`src/rtl/pcm_pkg.sv`:
```
`default_nettype none
package pcm_pkg;

	localparam int unsigned DvdW = 48;
	localparam int unsigned DvsW = 16;
	localparam int unsigned CntW = $clog2(DvdW + 1);

	localparam logic [1:0] MODE_INVERT = 2'd0;
	localparam logic [1:0] MODE_GRAY   = 2'd1;
	localparam logic [1:0] MODE_HUE    = 2'd2;
	localparam logic [1:0] MODE_BRIGHT = 2'd3;

	typedef enum logic {
		SEL_S = 1'b0,
		SEL_H = 1'b1
	} div_sel_t;

	typedef struct packed {
		logic     accept;
		logic     div_start;
		div_sel_t sel;
		logic     capture;
		logic     mul_c;
		logic     mul_x;
		logic     recip_a;
		logic     recip_b;
		logic     finish;
	} pcm_cmd_t;

	typedef struct packed {
		logic hue_mode;
		logic div_done;
	} pcm_status_t;

endpackage
`default_nettype wire

```
`src/rtl/pcm_div.sv`:
```
`default_nettype none
module pcm_div (
	input  wire logic                          clk,
	input  wire logic                          arst_n,
	input  wire logic                          start,
	input  wire logic [pcm_pkg::DvdW-1:0]      dividend,
	input  wire logic [pcm_pkg::DvsW-1:0]      divisor,
	output logic                               done,
	output logic [pcm_pkg::DvdW-1:0]           quotient
);

	logic [pcm_pkg::DvsW:0]   rem_q;
	logic [pcm_pkg::DvdW-1:0] quo_q;
	logic [pcm_pkg::DvsW-1:0] dvs_q;
	logic [pcm_pkg::CntW-1:0] cnt_q;
	logic                     busy_q;
	logic                     done_q;
	logic [pcm_pkg::DvsW:0]   rem_sh;
	logic                     fits;

	// one quotient bit per cycle, restoring
	assign rem_sh = {rem_q[pcm_pkg::DvsW-1:0], quo_q[pcm_pkg::DvdW-1]};
	assign fits   = rem_sh >= {1'b0, dvs_q};

	always_ff @(posedge clk or negedge arst_n) begin
		if (!arst_n) begin
			busy_q <= 1'b0;
			done_q <= 1'b0;
			cnt_q  <= '0;
		end else begin
			done_q <= 1'b0;
			if (start) begin
				busy_q <= 1'b1;
				cnt_q  <= pcm_pkg::CntW'(pcm_pkg::DvdW);
			end else if (busy_q) begin
				cnt_q <= cnt_q - 1'b1;
				if (cnt_q == pcm_pkg::CntW'(1)) begin
					busy_q <= 1'b0;
					done_q <= 1'b1;
				end
			end
		end
	end

	always_ff @(posedge clk) begin
		if (start) begin
			rem_q <= '0;
			quo_q <= dividend;
			dvs_q <= divisor;
		end else if (busy_q) begin
			rem_q <= fits ? rem_sh - {1'b0, dvs_q} : rem_sh;
			quo_q <= {quo_q[pcm_pkg::DvdW-2:0], fits};
		end
	end

	assign done     = done_q;
	assign quotient = quo_q;

endmodule
`default_nettype wire

```
`src/rtl/pcm_ctrl.sv`:
```
`default_nettype none
module pcm_ctrl (
	input  wire logic                clk,
	input  wire logic                arst_n,
	input  wire logic                in_valid,
	output logic                     in_stall,
	output logic                     out_valid,
	input  wire logic                out_stall,
	input  wire pcm_pkg::pcm_status_t status,
	output pcm_pkg::pcm_cmd_t        cmd
);

	typedef enum logic [7:0] {
		ST_IDLE   = 8'b0000_0001,
		ST_DIV_S  = 8'b0000_0010,
		ST_DIV_H  = 8'b0000_0100,
		ST_MUL_C  = 8'b0000_1000,
		ST_MUL_X  = 8'b0001_0000,
		ST_RCP_A  = 8'b0010_0000,
		ST_RCP_B  = 8'b0100_0000,
		ST_FINISH = 8'b1000_0000
	} state_t;

	state_t state_q, state_d;
	logic   issued_q;
	logic   out_valid_q;
	logic   in_div;
	logic   out_free;

	assign in_div   = state_q == ST_DIV_S || state_q == ST_DIV_H;
	assign out_free = !out_valid_q || !out_stall;

	always_comb begin
		cmd           = '0;
		cmd.sel       = pcm_pkg::SEL_S;
		state_d       = state_q;
		cmd.div_start = in_div && !issued_q;
		cmd.capture   = in_div && status.div_done;
		unique case (state_q)
			ST_IDLE: begin
				if (in_valid) begin
					cmd.accept = 1'b1;
					state_d    = status.hue_mode ? ST_DIV_S : ST_FINISH;
				end
			end
			ST_DIV_S: begin
				cmd.sel = pcm_pkg::SEL_S;
				if (status.div_done) state_d = ST_DIV_H;
			end
			ST_DIV_H: begin
				cmd.sel = pcm_pkg::SEL_H;
				if (status.div_done) state_d = ST_MUL_C;
			end
			ST_MUL_C: begin
				cmd.mul_c = 1'b1;
				state_d   = ST_MUL_X;
			end
			ST_MUL_X: begin
				cmd.mul_x = 1'b1;
				state_d   = ST_RCP_A;
			end
			ST_RCP_A: begin
				cmd.recip_a = 1'b1;
				state_d     = ST_RCP_B;
			end
			ST_RCP_B: begin
				cmd.recip_b = 1'b1;
				state_d     = ST_FINISH;
			end
			ST_FINISH: begin
				if (out_free) begin
					cmd.finish = 1'b1;
					state_d    = ST_IDLE;
				end
			end
			default: state_d = ST_IDLE;
		endcase
	end

	always_ff @(posedge clk or negedge arst_n) begin
		if (!arst_n) begin
			state_q     <= ST_IDLE;
			issued_q    <= 1'b0;
			out_valid_q <= 1'b0;
		end else begin
			state_q <= state_d;
			if (cmd.div_start) issued_q <= 1'b1;
			else if (status.div_done) issued_q <= 1'b0;
			if (cmd.finish) out_valid_q <= 1'b1;
			else if (!out_stall) out_valid_q <= 1'b0;
		end
	end

	assign in_stall  = state_q != ST_IDLE;
	assign out_valid = out_valid_q;

`ifndef NO_ASSERTIONS
	a_accept_busy: assert property (@(posedge clk) disable iff (!arst_n)
		cmd.accept |=> state_q != ST_IDLE)
		else $error("accept did not leave idle");
	a_finish_valid: assert property (@(posedge clk) disable iff (!arst_n)
		cmd.finish |=> out_valid_q)
		else $error("finished result not presented");
	a_start_in_div: assert property (@(posedge clk) disable iff (!arst_n)
		cmd.div_start |-> (state_q != ST_IDLE && state_q != ST_FINISH))
		else $error("divider started outside a divide step");
`endif

endmodule
`default_nettype wire

```
`src/rtl/pcm_dp.sv`:
```
`default_nettype none
module pcm_dp (
	input  wire logic                 clk,
	input  wire logic                 arst_n,
	input  wire logic                 cfg_we,
	input  wire logic [1:0]           cfg_data,
	input  wire logic [31:0]          pixel_in,
	input  wire logic                 first_of_frame,
	output logic [31:0]               pixel_out,
	input  wire pcm_pkg::pcm_cmd_t    cmd,
	output pcm_pkg::pcm_status_t      status
);

	logic [1:0]  mode_q;
	logic [8:0]  off_q;
	logic [31:0] pix_q;
	logic [31:0] pixel_out_q;
	logic [16:0] s_q, h_q;
	logic [32:0] c_q, m_q, x_q;
	logic [45:0] cw_q;
	logic [41:0] t1_q;
	logic [49:0] t2_q;

	logic [7:0]  r, g, b, mx, mn, d;
	logic [16:0] v;
	logic [10:0] num;
	logic [17:0] hsum;
	logic [16:0] hp;
	logic [2:0]  sector;
	logic [16:0] sbase;
	logic [13:0] f, w;
	logic [47:0] dvd;
	logic [15:0] dvs;
	logic        div_done;
	logic [47:0] quo;
	logic [36:0] z;
	logic [41:0] t1;
	logic [49:0] t2;
	logic [73:0] qsum;
	logic [32:0] cr, cg, cb;
	logic [15:0] gray_sum;
	logic [8:0]  rb, gb, bb;
	logic [23:0] rgb;

	assign r = pix_q[23:16];
	assign g = pix_q[15:8];
	assign b = pix_q[7:0];

	always_comb begin
		mx = r;
		mn = r;
		if (g > mx) mx = g;
		if (b > mx) mx = b;
		if (g < mn) mn = g;
		if (b < mn) mn = b;
	end
	assign d = mx - mn;

	// ceil(mx * 65536 / 255) is mx * 257, plus one unless mx is zero
	assign v = {1'b0, mx, mx} + 17'(mx != 8'd0);

	always_comb begin
		if (mx == r)
			num = (g >= b) ? 11'(g - b) : 11'(11'(d) * 11'd6 - 11'(b - g));
		else if (mx == g)
			num = 11'(11'(d) * 11'd2 + 11'(b) - 11'(r));
		else
			num = 11'(11'(d) * 11'd4 + 11'(r) - 11'(g));
	end

	always_comb begin
		unique case (cmd.sel)
			pcm_pkg::SEL_S: begin
				dvd = {24'd0, d, 16'd0} + 48'(mx) - 48'd1;
				dvs = 16'(mx);
			end
			pcm_pkg::SEL_H: begin
				dvd = (d == 8'd0) ? 48'd0 : 48'(num) * 48'd15360;
				dvs = (d == 8'd0) ? 16'd1 : 16'(d);
			end
		endcase
	end

	pcm_div u_div (
		.clk      (clk),
		.arst_n   (arst_n),
		.start    (cmd.div_start),
		.dividend (dvd),
		.divisor  (dvs),
		.done     (div_done),
		.quotient (quo)
	);

	// rotated hue and its sector
	assign hsum = 18'(h_q) + {1'b0, off_q, 8'd0};
	assign hp   = (hsum >= 18'd92160) ? 17'(hsum - 18'd92160) : hsum[16:0];

	always_comb begin
		if (hp >= 17'd76800)      sector = 3'd5;
		else if (hp >= 17'd61440) sector = 3'd4;
		else if (hp >= 17'd46080) sector = 3'd3;
		else if (hp >= 17'd30720) sector = 3'd2;
		else if (hp >= 17'd15360) sector = 3'd1;
		else                      sector = 3'd0;
	end
	assign sbase = 17'(sector) * 17'd15360;
	assign f     = 14'(hp - sbase);
	assign w     = sector[0] ? 14'(14'd15360 - f) : f;

	// x = c*w / 15360 = (c*w >> 10) / 15; the divide by 15 is
	// ((y + 1) * 0x1111111111) >> 40, built from shifted sums over two steps
	assign z    = 37'(cw_q >> 10) + 37'd1;
	assign t1   = 42'(z) + 42'({z, 4'd0});
	assign t2   = 50'(t1) + 50'({t1, 8'd0});
	assign qsum = {t2_q, 24'd0} + 74'({t2_q, 8'd0}) + 74'(t1_q);

	always_comb begin
		unique case (sector)
			3'd0: begin cr = c_q; cg = x_q; cb = '0;  end
			3'd1: begin cr = x_q; cg = c_q; cb = '0;  end
			3'd2: begin cr = '0;  cg = c_q; cb = x_q; end
			3'd3: begin cr = '0;  cg = x_q; cb = c_q; end
			3'd4: begin cr = x_q; cg = '0;  cb = c_q; end
			default: begin cr = c_q; cg = '0; cb = x_q; end
		endcase
	end

	function automatic logic [7:0] to_chan(input logic [32:0] comp, input logic [32:0] m);
		logic [32:0] sum;
		logic [40:0] prod;
		sum  = comp + m;
		prod = {sum, 8'd0} - 41'(sum);
		return (prod[40]) ? 8'd255 : prod[39:32];
	endfunction

	assign gray_sum = 16'(r) * 16'd77 + 16'(g) * 16'd150 + 16'(b) * 16'd29;
	assign rb = 9'(r) + 9'd8;
	assign gb = 9'(g) + 9'd8;
	assign bb = 9'(b) + 9'd8;

	always_comb begin
		unique case (mode_q)
			pcm_pkg::MODE_INVERT: rgb = ~pix_q[23:0];
			pcm_pkg::MODE_GRAY:   rgb = {3{gray_sum[15:8]}};
			pcm_pkg::MODE_HUE: begin
				if (mx == 8'd0) rgb = '0;
				else rgb = {to_chan(cr, m_q), to_chan(cg, m_q), to_chan(cb, m_q)};
			end
			default: rgb = {rb[8] ? 8'd255 : rb[7:0],
			                gb[8] ? 8'd255 : gb[7:0],
			                bb[8] ? 8'd255 : bb[7:0]};
		endcase
	end

	always_ff @(posedge clk or negedge arst_n) begin
		if (!arst_n) begin
			mode_q <= pcm_pkg::MODE_INVERT;
			off_q  <= '0;
		end else begin
			if (cfg_we) mode_q <= cfg_data;
			// hue offset steps 3 degrees at each frame start in hue mode
			if (cmd.accept && mode_q == pcm_pkg::MODE_HUE && first_of_frame)
				off_q <= (off_q >= 9'd357) ? 9'd0 : 9'(off_q + 9'd3);
		end
	end

	always_ff @(posedge clk) begin
		if (cmd.accept) pix_q <= pixel_in;
		if (cmd.capture) begin
			unique case (cmd.sel)
				pcm_pkg::SEL_S: s_q <= quo[16:0];
				pcm_pkg::SEL_H: h_q <= quo[16:0];
			endcase
		end
		if (cmd.mul_c) c_q <= 33'(v) * 33'(s_q);
		if (cmd.mul_x) begin
			cw_q <= 46'(c_q) * 46'(w);
			m_q  <= {v, 16'd0} - c_q;
		end
		if (cmd.recip_a) begin
			t1_q <= t1;
			t2_q <= t2;
		end
		if (cmd.recip_b) x_q <= 33'(qsum >> 40);
		if (cmd.finish) pixel_out_q <= {pix_q[31:24], rgb};
	end

	assign pixel_out         = pixel_out_q;
	assign status.hue_mode   = mode_q == pcm_pkg::MODE_HUE;
	assign status.div_done   = div_done;

endmodule
`default_nettype wire

```
`src/rtl/pixel_color_modifier.sv`:
```
`default_nettype none
// Per-pixel ARGB color effect; alpha always passes. One pixel is in work at a
// time. Invert, grayscale and brightness go from the input transfer straight
// to the finish step, which registers the result. Hue shift runs two
// 48-step divisions (saturation, hue) on one shared restoring divider, each
// with start and done, then two multiply and two reciprocal steps before the
// finish step. An output stall holds the finish step back. cfg_data is
// written at any edge with cfg_we high and must only change while idle.
module pixel_color_modifier (
	input  wire logic        clk,
	input  wire logic        arst_n,
	input  wire logic        cfg_we,
	input  wire logic [1:0]  cfg_data,
	input  wire logic        in_valid,
	output logic             in_stall,
	input  wire logic [31:0] pixel_in,
	input  wire logic        first_of_frame,
	output logic             out_valid,
	input  wire logic        out_stall,
	output logic [31:0]      pixel_out
);

	pcm_pkg::pcm_cmd_t    cmd;
	pcm_pkg::pcm_status_t status;

	pcm_ctrl u_ctrl (
		.clk       (clk),
		.arst_n    (arst_n),
		.in_valid  (in_valid),
		.in_stall  (in_stall),
		.out_valid (out_valid),
		.out_stall (out_stall),
		.status    (status),
		.cmd       (cmd)
	);

	pcm_dp u_dp (
		.clk            (clk),
		.arst_n         (arst_n),
		.cfg_we         (cfg_we),
		.cfg_data       (cfg_data),
		.pixel_in       (pixel_in),
		.first_of_frame (first_of_frame),
		.pixel_out      (pixel_out),
		.cmd            (cmd),
		.status         (status)
	);

endmodule
`default_nettype wire
```
`config.mk`:
```
export PLATFORM = sky130hd
export DESIGN_NAME = pixel_color_modifier
export DESIGN_NICKNAME = d
export VERILOG_FILES = /design/src/rtl/pcm_pkg.sv /design/src/rtl/pcm_div.sv /design/src/rtl/pcm_ctrl.sv /design/src/rtl/pcm_dp.sv /design/src/rtl/pixel_color_modifier.sv
export SDC_FILE = /design/constraint.sdc
export NUM_CORES = 2
export LEC_CHECK = 0
export BUFFER_PORTS_ARGS = -buffer_cell sky130_fd_sc_hd__clkbuf_2
export CORE_UTILIZATION = 67
export DETAILED_ROUTE_END_ITERATION = 8
export PLACE_DENSITY = 0.81
export REMOVE_ABC_BUFFERS = 1
export SKIP_LAST_GASP = 1
export SYNTH_ARGS = -nofsm -noshare
export SYNTH_HDL_FRONTEND = slang
export SYNTH_HIERARCHICAL = 1
export SYNTH_SLANG_ARGS = --single-unit
```
`constraint.sdc`:
```
create_clock -name clk -period 13.85 [get_ports clk]
set_clock_uncertainty 0.05 [all_clocks]
set_input_delay 1.385 -clock clk [delete_from_list [all_inputs] [get_ports clk]]
set_output_delay 1.385 -clock clk [all_outputs]
set_load 0.005 [all_outputs]
```
==> impl_results.md <==
- WHS: 354.0 ps
- Hold path depth: 0
- Synthesized flop and latch total: 426
- Drt first pass iters: 6
- Chip height: 311.5 µm
- CTS HTree Levels: 2
- Worst EP required: 14180 ps
- Most frequent cell on the critical path: fa_1
- Reg2Reg Launch Point: u_dp/off_q[0]$_DFFE_PN0P_
- Min Tclk post-route: 13070 ps
- Pre-CTS setup slack: 901.3 ps
- Clk buf depth: 3
- Row count: approximately 110
- PortBufs: between 70 and 80
- Worst setup margin: roughly 780 ps
- CTS tree: built
- Total wire length: 177400 µm
- Starting Density: 0.6763
- # IOs: 74
- Mean Syn Cell Area: 9.187 µm²
- Area occupied by multi-input gates: 46810 µm²
- Largest net degree at the start of global routing: 85
- FF-to-FF path depth: between 40 and 50
- CP peak stage delay: 570 ps
- CTS Buf Count: 51
- Global-route wire length before repair: 283000 µm
- Max Cap Viol: 0
- Min-Delay Path Class: reg -> reg
- Compound-Gate Fraction of Synth Area: 0.1292
- Status: completed
- Number of global-route vias before repair: 52180
- Count of cell types in the netlist: around 100
- Setup slack, reg-to-reg: 780 ps
- Post-synth EDFFs: 381
- Share of cells above drive strength 1: 0.05715
- Final setup fails: 0
- Crit-path max FO: 31
- Top FF cell, synth: edfxtp_1
- Max-slew violation count: 0
- First DRT Iteration DRCs: ~4500
- Drt drc: 0
- Final ANT Viol Nets: 0
- Final cell count without fillers: 8300
- CP Capture Point: u_dp/cw_q[44]$_DFFE_PP_
- Tightest Pin Transition: 1246 ps
- Sequential-to-total area share from yosys stat: 0.1946
- Period utilisation layout: 0.9437
- Post-synthesis async set-or-reset flop share: 0.06808
- Worst setup EP type: register
- Cell count after synthesis: 6984
- Slowest cell on crit path: fa_1
- End of the worst register-to-register path: u_dp/cw_q[44]$_DFFE_PP_
- Register area: 12490 µm²
- Clock transition at path regs: around 60 ps
- Post-synthesis mux area share: 0.01576
- Routed WL per cell: 21.37 µm
- Die width: between 300 and 400 µm
- Hold-fix buffers at CTS: 0
- Area of the mapped netlist: roughly 64000 µm²
- Nets: around 8500
- Max-slew headroom: 0.1672
- Vias after detailed routing: 50840
- Vias per cell: 6.125
- Post-CTS setup buffers: 0
- Unrepaired setup endpoints after global routing: yes
- Combinational family with the most area after synthesis: adder cells
- Simple-gate share of the synthesized area: 0.1389
- Crit path from: u_dp/off_q[0]$_DFFE_PN0P_
- Kind of critical path: reg -> reg
- Area grow syn2layout: 6.020%
- Syn. warnings: 6
- Final core utilization: 0.7170
- Die ar.: 97000 µm²
- CTS root buf: clkbuf_16
- Fmax: 76.51 MHz
- Antenna violations before repair: 2
- Clock Sinks: 426
- Crit start category: register
- Filler cell count: 6989
- Post-Synth Adder-Cell Area: 0.3767
- Global Route Usage Sum: 0.3712
- Clock Latency Late Sink: 670 ps
- Placed cell count: 8207
- Core Area: approximately 95000 µm²
- Gp weighted congestion: 0.9938
- Xor and xnor area share after synthesis: 0.06533
- Total grt overflow: 0
- Half-perimeter wire length after placement: 138000 µm
- CP Data Arrival Time: between 10000 and 15000 ps
- Final hold viol count: 0
[metal layers]
layer,part of all wire,global-route usage
met5,0.000073,0
met4,0.058,0.1828
met3,0.089,0.06602
met2,0.47,0.6206
met1,0.38,0.4645
[kinds of logic (layout without fill, tap and decap cells)]
group	Yosys count	after routing
flops	426	426
buf+inv	1340	1380
xor+xnor	477	477
other cells	1	12
compound gates	1255	1255
fa+ha+maj	1505	1505
mux	93	93
simple gates	1887	1887
[timing repair]
item                                    in CTS  in global routing
hold endpoints to repair                     0                  0
endpoints found under the setup margin       0                  5
gates resized for setup                      0                  2
[placed cells by master (no fill, tap or decap), types with 21 or more instances in the layout]
master	instances
a31oi_1	26
a22o_1	34
nor2_1	402
buf_4	103
and3_1	33
and2_1	249
nor3_1	65
edfxtp_1	381
nand4_1	47
a22oi_1	35
o21a_1	55
a21o_1	195
nand3_1	105
o21bai_1	76
xnor2_1	330
clkbuf_16	52
o211ai_1	31
a21oi_1	312
a211oi_1	37
ha_1	794
nand2_1	720
fa_1	711
mux2_2	56
inv_1	1110
o21ai_0	247
dfrtp_1	28
nand2b_1	64
nor2b_1	85
clkbuf_2	73
o22ai_1	21
mux2i_1	35
xor2_1	129
or3_1	21
[cell usage after synthesis (9+ instances only)]
cell	n	area [µm²]
nand4_1	47	294.0
a22oi_1	35	262.8
nand2_1	720	2703
o22ai_1	21	131.4
a31o_2	9	78.83
inv_1	1111	4170
a31oi_1	26	162.7
nor2b_1	85	531.8
edfxtp_1	381	11440
a22o_1	34	297.8
and2_1	249	1558
o21a_1	55	412.9
mux2i_1	35	350.3
o211ai_1	31	232.7
clkbuf_1	205	769.5
a211oi_1	37	277.8
a21o_1	195	1464
dfxtp_1	16	320.3
a21oi_1	316	1582
buf_1	10	37.54
mux2_2	56	630.6
o21ai_1	13	65.06
nand3_1	105	525.5
o31ai_1	15	112.6
a2bb2oi_1	10	87.58
nor3_1	68	340.3
nor2_1	403	1513
ha_1	794	9935
o21ai_0	247	1236
or2_2	13	81.33
fa_1	711	14230
o21bai_1	77	578.1
a311oi_1	9	78.83
nand2b_1	64	400.4
or3_1	21	131.4
xnor2_1	341	2987
and3_1	34	212.7
a21boi_0	16	120.1
nor4_1	18	112.6
dfrtp_1	28	700.7
xor2_1	135	1182
nor3b_1	9	67.56
[worst min path at each step]
stage	startpoint	end	slack (ps)
after detailed placement	u_dp/pix_q[29]$_DFFE_PP_	u_dp/pixel_out[29]$_DFFE_PP_	360
final	u_dp/pix_q[24]$_DFFE_PP_	u_dp/pixel_out[24]$_DFFE_PP_	350
after CTS	u_dp/pix_q[24]$_DFFE_PP_	u_dp/pixel_out[24]$_DFFE_PP_	370
after global routing	u_dp/pix_q[29]$_DFFE_PP_	u_dp/pixel_out[29]$_DFFE_PP_	370
after floorplan	u_dp/pix_q[24]$_DFFE_PP_	u_dp/pixel_out[24]$_DFFE_PP_	350
after global placement	u_dp/pix_q[25]$_DFFE_PP_	u_dp/pixel_out[25]$_DFFE_PP_	350
[per-stage QoR]
stage / setup TNS [ps] / cell area [µm²]
after floorplan: 0 / 63270
after global placement: 0 / 66180
after detailed placement: 0 / 66180
after CTS: 0 / 68010
after global routing: -1.873 / 68020
final: 0 / 68020
[state kept, by name (all words and copies together), names as in the netlist, 2 cells and up]
| name | flops |
|---|---|
| u_dp/mode_q | 2 |
| u_dp/u_div/dvs_q | 16 |
| u_dp/u_div/quotient | 48 |
| u_dp/u_div/rem_q | 16 |
| u_dp/t2_q | 42 |
| u_dp/s_q | 17 |
| u_dp/pixel_out | 32 |
| u_dp/h_q | 17 |
| u_dp/off_q | 9 |
| u_dp/c_q | 33 |
| u_dp/cw_q | 36 |
| u_dp/t1_q | 42 |
| u_dp/pix_q | 32 |
| u_dp/x_q | 33 |
| u_ctrl/state_q | 8 |
| u_dp/u_div/cnt_q | 6 |
| u_dp/m_q | 33 |
[worst max-delay path, delay by kind of cell (launching register included)]
family,cells,cell delay (ps)
fa+ha+maj,12,5310
compound gates,16,4370
buf+inv,8,820
xor+xnor,4,720
simple gates,3,570
mux,1,510
flops,1,450
[final cells by class]
type	instances	area share
well taps	1265	0.02327
inverters	1112	0.06136
clock buffers	64	0.02067
flip-flops and latches	426	0.1836
clock inverters	28	0.006199
diodes	1	0.00003679
multi-input cells	5228	0.6881
repair buffers	176	0.01674
Power is not shown: default switching activity piles up to over one toggle a cycle in this logic, so the estimate is an artifact.
